<file path="src/sv/mqtt_receive_parser_assert.svh">
// Assertion helpers for the receive parser.
// Both sample on clock and are switched off while reset is high.
`ifndef MQTT_RECEIVE_PARSER_ASSERT_SVH
`define MQTT_RECEIVE_PARSER_ASSERT_SVH

// Same-cycle implication.
`define MQTTRX_ASSERT_NOW(lbl, ante, cons, msg) \
   lbl: assert property (@(posedge clock) disable iff (reset) (ante) |-> (cons)) \
      else $error(msg);

// Next-cycle implication.
`define MQTTRX_ASSERT_NEXT(lbl, ante, cons, msg) \
   lbl: assert property (@(posedge clock) disable iff (reset) (ante) |=> (cons)) \
      else $error(msg);

`endif

</file>
<file path="src/sv/mqttrx_pkg.sv">
`default_nettype none

package mqttrx_pkg;

   // Result kinds
   localparam logic [1:0] KIND_TOPIC   = 2'd0;
   localparam logic [1:0] KIND_PAYLOAD = 2'd1;
   localparam logic [1:0] KIND_EVENT   = 2'd2;
   localparam logic [1:0] KIND_ERROR   = 2'd3;

   // Control packet types
   localparam logic [3:0] PT_CONNACK    = 4'd2;
   localparam logic [3:0] PT_PUBLISH    = 4'd3;
   localparam logic [3:0] PT_PUBACK     = 4'd4;
   localparam logic [3:0] PT_SUBACK     = 4'd9;
   localparam logic [3:0] PT_UNSUBACK   = 4'd11;
   localparam logic [3:0] PT_PINGRESP   = 4'd13;
   localparam logic [3:0] PT_DISCONNECT = 4'd14;

   // Input command codes
   localparam logic CMD_BYTE    = 1'b0;
   localparam logic CMD_RESTART = 1'b1;

   // Maximum length of the remaining-length varint, in bytes
   localparam logic [2:0] VARINT_MAX_BYTES = 3'd4;

   // Width of the running remaining-length accumulator
   localparam int unsigned ACCUM_W = 28;

   // One result item
   typedef struct packed {
      logic [1:0]  kind;
      logic [7:0]  data_byte;
      logic        field_end;
      logic [3:0]  event_type;
      logic [15:0] packet_id;
      logic [9:0]  payload_length;
      logic        link_up;
      logic        run_last;
   } result_type;

endpackage

`default_nettype wire

</file>
<file path="src/sv/mqtt_receive_parser.sv">
`default_nettype none

// Receive parser for a byte stream carrying MQTT 3.1.1 control packets.
// Input channel req_*: one item per byte; req_tuser is the command (0 = received
// byte in req_tdata, 1 = connection restart that clears the parser and the
// link flag without giving a result).
// Result channel rsp_*: topic bytes, payload bytes, packet events and protocol
// errors, kind in rsp_tuser; rsp_tlast marks the last result caused by a byte.
// A byte gives zero, one or two results.
// A result is written to the result queue as its byte is accepted and is offered
// once the older results have left. Throughput: one byte per cycle while the queue
// has room. The parser state updates in the accept cycle, and results go into a
// four-entry result queue, one result leaving per cycle while the receiver is ready.
// req_tready is high while the queue has room for two results, so bytes keep
// flowing while older results wait.
// When the receiver stalls, results stay queued and the input stalls once fewer
// than two queue slots are free; nothing is dropped.
// Reset empties the queue, returns the parser to the fixed-header phase and
// drops the link flag; no clearing pass is needed.
module mqtt_receive_parser #(
   parameter int unsigned MAX_PACKET  = 768,
   parameter int unsigned TOPIC_CAP   = 64,
   parameter int unsigned PAYLOAD_CAP = 256
) (
   input  wire logic        clock,
   input  wire logic        reset,
   input  wire logic        req_tvalid,
   output logic             req_tready,
   input  wire logic [7:0]  req_tdata,   // [7:0] rx_byte
   input  wire logic        req_tuser,   // [0] cmd
   output logic             rsp_tvalid,
   input  wire logic        rsp_tready,
   // [7:0] data_byte, [8] field_end, [12:9] event_type, [28:13] packet_id,
   // [38:29] payload_length, [39] link_up
   output logic [39:0]      rsp_tdata,
   output logic [1:0]       rsp_tuser,   // [1:0] kind
   output logic             rsp_tlast    // run_last
);

   `include "mqtt_receive_parser_assert.svh"

   localparam int unsigned BODY_W  = $clog2(MAX_PACKET + 1);
   localparam int unsigned TOPIC_W = $clog2(TOPIC_CAP);
   localparam int unsigned DEPTH   = 4;
   localparam int unsigned PTR_W   = $clog2(DEPTH);
   localparam int unsigned ACW     = mqttrx_pkg::ACCUM_W;

   typedef enum logic [2:0] {
      PH_HEADER    = 3'd0,
      PH_LENGTH    = 3'd1,
      PH_SKIP      = 3'd2,
      PH_FIELD     = 3'd3,
      PH_TOPIC_LEN = 3'd4,
      PH_TOPIC     = 3'd5,
      PH_PUB_ID    = 3'd6,
      PH_PAYLOAD   = 3'd7
   } phase_type;

   // Parser state
   phase_type          phase_ff, phase_in;
   logic [3:0]         pkt_type_ff, pkt_type_in;
   logic [1:0]         qos_ff, qos_in;
   logic [ACW-1:0]     accum_ff, accum_in;
   logic [2:0]         cnt_ff, cnt_in;
   logic [BODY_W-1:0]  body_ff, body_in;
   logic [TOPIC_W-1:0] topic_ff, topic_in;
   logic [15:0]        id_ff, id_in;
   logic               conn_ff, conn_in;

   // Result queue
   mqttrx_pkg::result_type fifo_mem [DEPTH];
   logic [PTR_W-1:0]   wr_ptr_ff, rd_ptr_ff;
   logic [PTR_W:0]     fill_ff, fill_in;

   logic                   accept, pop;
   logic [1:0]             n_push;
   mqttrx_pkg::result_type res0, res1, head;

   assign req_tready = fill_ff <= (PTR_W + 1)'(DEPTH - 2);
   assign accept     = req_tvalid & req_tready;
   assign rsp_tvalid = fill_ff != '0;
   assign pop        = rsp_tvalid & rsp_tready;

   // Decode one byte against the current state
   always_comb begin
      logic [7:0]         b;
      logic [2:0]         cnt_inc;
      logic [ACW-1:0]     shifted;
      logic [ACW-1:0]     accum_new;
      logic [BODY_W-1:0]  body_dec;
      logic [TOPIC_W-1:0] topic_dec;
      logic [15:0]        id_new;
      logic [16:0]        need;
      logic [16:0]        plen;
      logic               fail;
      logic               do_fin;
      logic               data_vld;
      logic               evt_vld;
      mqttrx_pkg::result_type data_res;
      mqttrx_pkg::result_type evt_res;

      b         = req_tdata;
      cnt_inc   = cnt_ff + 3'd1;
      accum_new = accum_ff;
      body_dec  = (body_ff != '0) ? body_ff - BODY_W'(1) : body_ff;
      topic_dec = (topic_ff != '0) ? topic_ff - TOPIC_W'(1) : topic_ff;
      id_new    = {id_ff[7:0], b};
      need      = {1'b0, id_new} + ((qos_ff != 2'd0) ? 17'd2 : 17'd0);
      plen      = 17'(body_dec) - need;
      fail      = 1'b0;
      do_fin    = 1'b0;
      data_vld  = 1'b0;
      evt_vld   = 1'b0;
      data_res  = '0;
      evt_res   = '0;

      // Place the 7 payload bits of a varint byte
      case (cnt_ff[1:0])
         2'd0:    shifted = ACW'(b[6:0]);
         2'd1:    shifted = ACW'(b[6:0]) << 7;
         2'd2:    shifted = ACW'(b[6:0]) << 14;
         default: shifted = ACW'(b[6:0]) << 21;
      endcase

      phase_in    = phase_ff;
      pkt_type_in = pkt_type_ff;
      qos_in      = qos_ff;
      accum_in    = accum_ff;
      cnt_in      = cnt_ff;
      body_in     = body_ff;
      topic_in    = topic_ff;
      id_in       = id_ff;
      conn_in     = conn_ff;

      if (accept && req_tuser == mqttrx_pkg::CMD_RESTART) begin
         // Restart: clear parser and link flag
         phase_in = PH_HEADER;
         accum_in = '0;
         cnt_in   = '0;
         body_in  = '0;
         topic_in = '0;
         id_in    = '0;
         conn_in  = 1'b0;
      end else if (accept) begin
         unique case (phase_ff)
            PH_HEADER: begin
               pkt_type_in = b[7:4];
               qos_in      = b[2:1];
               accum_in    = '0;
               cnt_in      = '0;
               phase_in    = PH_LENGTH;
            end
            PH_LENGTH: begin
               accum_new = accum_ff | shifted;
               accum_in  = accum_new;
               cnt_in    = cnt_inc;
               if (b[7]) begin
                  if (cnt_inc >= mqttrx_pkg::VARINT_MAX_BYTES) begin
                     fail = 1'b1;
                  end
               end else if (accum_new > ACW'(MAX_PACKET)) begin
                  fail = 1'b1;
               end else begin
                  body_in = accum_new[BODY_W-1:0];
                  cnt_in  = '0;
                  id_in   = '0;
                  if (pkt_type_ff inside {mqttrx_pkg::PT_CONNACK, mqttrx_pkg::PT_PUBACK,
                                          mqttrx_pkg::PT_SUBACK, mqttrx_pkg::PT_UNSUBACK}) begin
                     if (accum_new < ACW'(2)) fail = 1'b1;
                     else phase_in = PH_FIELD;
                  end else if (pkt_type_ff == mqttrx_pkg::PT_PUBLISH) begin
                     if (accum_new < ACW'(2)) fail = 1'b1;
                     else phase_in = PH_TOPIC_LEN;
                  end else begin
                     phase_in = PH_SKIP;
                     if (accum_new == '0) do_fin = 1'b1;
                  end
               end
            end
            default: begin
               // Body byte
               body_in = body_dec;
               case (phase_ff)
                  PH_FIELD: begin
                     id_in  = id_new;
                     cnt_in = cnt_inc;
                     if (cnt_inc >= 3'd2) begin
                        if (pkt_type_ff == mqttrx_pkg::PT_CONNACK && id_new != 16'd0) begin
                           fail = 1'b1;
                        end else begin
                           phase_in = PH_SKIP;
                        end
                     end
                  end
                  PH_TOPIC_LEN: begin
                     id_in  = id_new;
                     cnt_in = cnt_inc;
                     if (cnt_inc >= 3'd2) begin
                        if (id_new == 16'd0 || id_new >= 16'(TOPIC_CAP)
                            || need > 17'(body_dec)) begin
                           fail = 1'b1;
                        end else if (plen >= 17'(PAYLOAD_CAP)) begin
                           fail = 1'b1;
                        end else begin
                           topic_in = id_new[TOPIC_W-1:0];
                           accum_in = ACW'(plen);
                           phase_in = PH_TOPIC;
                        end
                     end
                  end
                  PH_TOPIC: begin
                     topic_in           = topic_dec;
                     data_vld           = 1'b1;
                     data_res.kind      = mqttrx_pkg::KIND_TOPIC;
                     data_res.data_byte = b;
                     data_res.field_end = topic_dec == '0;
                     if (topic_dec == '0) begin
                        cnt_in   = '0;
                        phase_in = (qos_ff != 2'd0) ? PH_PUB_ID : PH_PAYLOAD;
                     end
                  end
                  PH_PUB_ID: begin
                     cnt_in = cnt_inc;
                     if (cnt_inc >= 3'd2) phase_in = PH_PAYLOAD;
                  end
                  PH_PAYLOAD: begin
                     data_vld           = 1'b1;
                     data_res.kind      = mqttrx_pkg::KIND_PAYLOAD;
                     data_res.data_byte = b;
                     data_res.field_end = body_dec == '0;
                  end
                  default: begin
                     // Skip unused body bytes
                  end
               endcase
               if (!fail && body_dec == '0) do_fin = 1'b1;
            end
         endcase

         // Complete the packet and raise its event
         if (do_fin) begin
            phase_in           = PH_HEADER;
            evt_res.kind       = mqttrx_pkg::KIND_EVENT;
            evt_res.event_type = pkt_type_ff;
            case (pkt_type_ff) inside
               mqttrx_pkg::PT_CONNACK: begin
                  conn_in = 1'b1;
                  evt_vld = 1'b1;
               end
               mqttrx_pkg::PT_PUBLISH: begin
                  evt_vld                = 1'b1;
                  evt_res.payload_length = accum_in[9:0];
               end
               mqttrx_pkg::PT_PUBACK, mqttrx_pkg::PT_SUBACK, mqttrx_pkg::PT_UNSUBACK: begin
                  evt_vld           = 1'b1;
                  evt_res.packet_id = id_in;
               end
               mqttrx_pkg::PT_PINGRESP: begin
                  evt_vld = 1'b1;
               end
               mqttrx_pkg::PT_DISCONNECT: begin
                  conn_in = 1'b0;
                  evt_vld = 1'b1;
               end
               default: begin
                  // Skipped type: no event
               end
            endcase
         end

         // Drop the packet on any malformation
         if (fail) begin
            evt_vld            = 1'b1;
            evt_res            = '0;
            evt_res.kind       = mqttrx_pkg::KIND_ERROR;
            evt_res.event_type = pkt_type_ff;
            conn_in            = 1'b0;
            phase_in           = PH_HEADER;
            accum_in           = '0;
            cnt_in             = '0;
            body_in            = '0;
            topic_in           = '0;
            id_in              = '0;
         end
      end

      // Order the results: data byte first, then event or error
      n_push           = 2'(data_vld) + 2'(evt_vld);
      res0             = data_vld ? data_res : evt_res;
      res0.link_up     = conn_in;
      res0.run_last    = n_push == 2'd1;
      res1             = evt_res;
      res1.link_up     = conn_in;
      res1.run_last    = 1'b1;
   end

   assign fill_in = fill_ff + (PTR_W + 1)'(n_push) - (PTR_W + 1)'(pop);

   // Hold parser state and the result queue
   always_ff @(posedge clock) begin
      if (reset) begin
         phase_ff    <= PH_HEADER;
         pkt_type_ff <= '0;
         qos_ff      <= '0;
         accum_ff    <= '0;
         cnt_ff      <= '0;
         body_ff     <= '0;
         topic_ff    <= '0;
         id_ff       <= '0;
         conn_ff     <= 1'b0;
         wr_ptr_ff   <= '0;
         rd_ptr_ff   <= '0;
         fill_ff     <= '0;
      end else begin
         phase_ff    <= phase_in;
         pkt_type_ff <= pkt_type_in;
         qos_ff      <= qos_in;
         accum_ff    <= accum_in;
         cnt_ff      <= cnt_in;
         body_ff     <= body_in;
         topic_ff    <= topic_in;
         id_ff       <= id_in;
         conn_ff     <= conn_in;
         fill_ff     <= fill_in;
         if (n_push != 2'd0) begin
            fifo_mem[wr_ptr_ff] <= res0;
         end
         if (n_push == 2'd2) begin
            fifo_mem[wr_ptr_ff + PTR_W'(1)] <= res1;
         end
         wr_ptr_ff <= wr_ptr_ff + PTR_W'(n_push);
         if (pop) begin
            rd_ptr_ff <= rd_ptr_ff + PTR_W'(1);
         end
      end
   end

   // Present the oldest queued result
   assign head      = fifo_mem[rd_ptr_ff];
   assign rsp_tdata = {head.link_up, head.payload_length, head.packet_id,
                       head.event_type, head.field_end, head.data_byte};
   assign rsp_tuser = head.kind;
   assign rsp_tlast = head.run_last;

   `MQTTRX_ASSERT_NOW(a_fill_in_range, 1'b1, fill_ff <= (PTR_W + 1)'(DEPTH), "result queue overfilled")
   `MQTTRX_ASSERT_NOW(a_error_alone, rsp_tvalid && rsp_tuser == mqttrx_pkg::KIND_ERROR, rsp_tlast, "error result not last of its byte")
   `MQTTRX_ASSERT_NEXT(a_restart_drops_link, accept && req_tuser == mqttrx_pkg::CMD_RESTART, !conn_ff && phase_ff == PH_HEADER, "restart left parser active")

endmodule

`default_nettype wire

</file>
<file path="config.mk">
export PLATFORM = sky130hd
export DESIGN_NAME = mqtt_receive_parser
export DESIGN_NICKNAME = d
export VERILOG_FILES = /design/src/sv/mqttrx_pkg.sv /design/src/sv/mqtt_receive_parser.sv
export VERILOG_INCLUDE_DIRS = /design/src /design/src/sv
export SDC_FILE = /design/constraint.sdc
export NUM_CORES = 1
export LEC_CHECK = 0
export ABC_AREA = 0
export CORE_UTILIZATION = 44
export CTS_CLUSTER_DIAMETER = 60
export DETAILED_ROUTE_END_ITERATION = 12
export DONT_BUFFER_PORTS = 1
export PLACE_DENSITY = 0.64
export SLEW_MARGIN = 15
export SYNTH_ARGS = -nofsm -noshare
export SYNTH_HDL_FRONTEND = slang
export SYNTH_SLANG_ARGS = --single-unit
</file>
<file path="constraint.sdc">
create_clock -name clock -period 14.61 [get_ports clock]
set_input_delay 2.1915 -clock clock [delete_from_list [all_inputs] [get_ports clock]]
set_output_delay 2.1915 -clock clock [all_outputs]
set_load 0.05 [all_outputs]
</file>
==> metrics.yaml <==
yosys-top-cells-area: "sky130_fd_sc_hd__edfxtp_1 (31%), sky130_fd_sc_hd__dfxtp_1 (19%), sky130_fd_sc_hd__mux4_2 (7.5%)"
r2r_slack_ns: 7.46
cp_cell_sequence: "ha_1, ha_1, xnor2_1, ha_1, o21a_1, o31a_1, o32ai_1, a211o_1, a21oi_1, o221a_2, nor3_4, o21ai_2, or2_2, a21o_1, ha_1, nor2_1, nand3_1, nor2_1, a21oi_1, buf_4, a211oi_2, and2_1"
initial_core_util_pct: 44.9
finalSetupTns_ns: 0
synthMostInstantiatedCell: "sky130_fd_sc_hd__edfxtp_1"
setup_violations: 0
critPathSlowestCell: "sky130_fd_sc_hd__a211oi_2"
path_common_cell: "sky130_fd_sc_hd__ha_1"
timing_worst_setup_path_type: "in -> reg"
drt-vias-per-instance: 6.01
synthDominantCellAreaShare_pct: 30.6
clock_tree.root_cell: "sky130_fd_sc_hd__clkbuf_16"
cts_max_level: 1
n_fill_cell: 2595
antenna_cells_inserted: 0
critical_path_required_ns: 15.01
internal_power_w: 0.00134
die_area_mm2: 0.0301
worst_ep_arrival_time_ns: 7.75
worst_slew_pin_slew_ns: 1.21
final_util_pct: 49.2
synthesis.instances: 1191
timing.critical_path.fanout_max: 16
area_growth_pct: 9.45
gr-usage-all-layers_pct: 22.2
worst_skew_pair.late_latency_ns: 0.54
synth_ff_type: "sky130_fd_sc_hd__edfxtp_1"
cts-root-to-sink-buffers: 3
drt_iter0_drc: 820
setup.worst_path.end_class: "flip-flop"
post_drt_wl_per_cell_um: 21.2
grt_setup_unrepaired: "no"
tritoncts_num_sinks: 254
met3_wirelength_um: 1800
power_frac_comb_pct: 22.5
synth_cell_type_count: 84
first_global_vias: 9134
cap_violations: 0
fin_ws_ns: 7.26
wirelength_met1_um: 14700
outcome: "complete, no violations"
ir_worst_vdd_v: 0.0000723
synth_seq_cells: 254
place.gp.congestion: 0.906
post_synthesis_xor_xnor_area_fraction_pct: 1.56
post_synth_mux_area_share_pct: 8.58
hpwlAfterDp_um: 21600
async_flop_share_pct: 0
synth.avg_cell_area_um2: 10.9
count_of_flip_flops_with_a_built_in_enable_after_synthesis: 132
nNetsFinal: 1195
seqPwrFrac_pct: 40.5
hold_path_depth: 2
postCtsHoldBufs: 0
grt_max_degree: 37
ys_warn_count: 0
postLayoutCellArea_mm2: 0.0142
worst_setup_path_start_kind: "input port"
endpoint: "fifo_mem[2][16]"
detailroute.via_count: 9385
mappedNetlistNets: 1229
met2WireLength_um: 15800
grt_first_pass_wirelength_um: 52800
coreArea_mm2: 0.0288
rr_startpoint: "body_ff[0]"
antenna_found_initial: 0
timing.hold.ws_ns: 0.458
port_buffers: 0
r2r.worst_path.cells: 26
postCtsSetupBuffers: 0
post_synth_most_frequent_cells: "sky130_fd_sc_hd__edfxtp_1 (132), sky130_fd_sc_hd__dfxtp_1 (122), sky130_fd_sc_hd__nor2_1 (92), sky130_fd_sc_hd__and2_1 (87), sky130_fd_sc_hd__nand2_1 (78)"
dp_worst_setup_slack_ns: 6.76
synth_area_leader_cell: "sky130_fd_sc_hd__edfxtp_1"
fin_crit_sh_pct: 50.3
p_sw_share_pct: 31.4
post-route-min-period_ns: 7.35
hold_class: "reg -> reg"
slew-limit-headroom_pct: 19.0
total_leakage_power_nw: 4.65
post_synthesis_cell_area_mm2: 0.0129
remaining_drc_errors: 0
p_clk_share_pct: 37.1
hold_viol_final: 0
design.portCount: 58
cts.clk_slew.worst_paths_ns: 0.06
number_of_gates_resized_after_cts: 0
synth-compound-area-share_pct: 16.8
top_layer_used_by_detailed_routing: "met4"
synth_adder_area_share_pct: 2.53
drt_pass1_iterations: 5
critical_path.startpoint: "req_tdata[1]"
fp.dieH_um: 173
clock_tree_from_tritoncts: "done"
synth_seq_area_share_pct: 49.5
antenna_left: 0
drive_gt1_share_pct: 12.4
synth_top_family_by_area: "simple AND/OR/NAND/NOR gates"
dpl_cell_area_mm2: 0.0132
synth_simple_gate_area_share_pct: 17.4
cts_inserted_buffers: 27
slowest_delay_ns: 0.82
floorplan.die.width_um: 173
power-per-cell-area_mw_per_mm2: 138
slew_viol_final: 0
r2r_end: "fifo_mem[2][16]"
net-switching-power_w: 0.000612
global_route_overflow: 0
fmax_ghz: 0.136
detail_route.wirelength_um: 33100
row_count: 62
clock_skew_ns: 0.0172
## cells in the final DEF (no fill, tap or decap), types with 18 or more instances in the layout
cell type                   instances
sky130_fd_sc_hd__edfxtp_1         132
sky130_fd_sc_hd__dfxtp_1          120
sky130_fd_sc_hd__nor2_1            92
sky130_fd_sc_hd__and2_1            87
sky130_fd_sc_hd__nand2_1           78
sky130_fd_sc_hd__a21oi_1           71
sky130_fd_sc_hd__a22o_1            66
sky130_fd_sc_hd__mux4_2            43
sky130_fd_sc_hd__nor3_1            41
sky130_fd_sc_hd__o21ai_0           35
sky130_fd_sc_hd__inv_1             30
sky130_fd_sc_hd__clkbuf_16         29
sky130_fd_sc_hd__nand3_1           26
sky130_fd_sc_hd__ha_1              23
sky130_fd_sc_hd__nor4_1            18
## worst min path at each step
| stage | slack (ns) | start | end |
|---|---|---|---|
| 5_1_grt | 0.49 | id_ff[9] | id_ff[9] |
| 6_report | 0.46 | fifo_mem[0][32] | fifo_mem[0][32] |
| 2_1_floorplan | 0.42 | fifo_mem[2][32] | fifo_mem[2][32] |
| 3_5_place_dp | 0.44 | fifo_mem[2][32] | fifo_mem[2][32] |
| 4_1_cts | 0.46 | fifo_mem[2][32] | fifo_mem[2][32] |
| 3_3_place_gp | 0.43 | fifo_mem[1][32] | fifo_mem[1][32] |
## layout make-up
cell class | count | area (um2) | share of cell area (%)
clock buffer | 38 | 800 | 5.65
timing repair buffer | 16 | 120 | 0.849
tap | 384 | 480 | 3.39
multi-input combinational | 827 | 6090 | 43.0
sequential | 254 | 6410 | 45.3
inverter | 31 | 116 | 0.822
clock inverter | 11 | 144 | 1.02
## layer usage
metal | up-vias | global-route usage (%)
met5 | - | 0
met2 | 270 | 36.8
li1 | 4415 | -
met3 | 52 | 2.76
met1 | 4648 | 30.2
met4 | 0 | 7.12
## cell families (layout without fill, tap and decap cells)
group,Yosys count,count (layout)
and+or+nand+nor,424,424
AOI/OAI and AO/OA,298,298
DFF,254,254
buffers and inverters,110,96
muxes,57,57
adders and majority gates,25,25
xor gates and xnor gates,23,23
## stage by stage
| stage | cells | total power, W |
|---|---|---|
| finish | 1561 | 0.00195 |
| global route | 1561 | 0.00202 |
| CTS | 1561 | 0.00196 |
| detailed placement | 1512 | 0.00124 |
| global placement | 1512 | 0.00124 |
| floorplan | 1191 | 0.00116 |
## registers in the layout, indices dropped and copies added (netlist names), 4 cells and up, named ones only
register	flops
fifo_mem	172
accum_ff	28
id_ff	16
body_ff	10
topic_ff	6
pkt_type_ff	4
## power by group through the flow
stage	sequential [W]	combinational, W	clock [W]
3_5_place_dp	0.000805	0.000437	0
2_1_floorplan	0.000780	0.000383	0
4_1_cts	0.000789	0.000439	0.000730
3_3_place_gp	0.000805	0.000436	0
5_1_grt	0.000793	0.000470	0.000761
6_report	0.000789	0.000438	0.000722
## critical path: cells and delay by family
kind	cells	cell delay [ns]
compound gates	10	2.63
simple gates	6	1.50
fa+ha+maj	4	1.04
buf+inv	1	0.22
xor+xnor	1	0.15
Note: power is estimated with default switching activity, not from simulation.
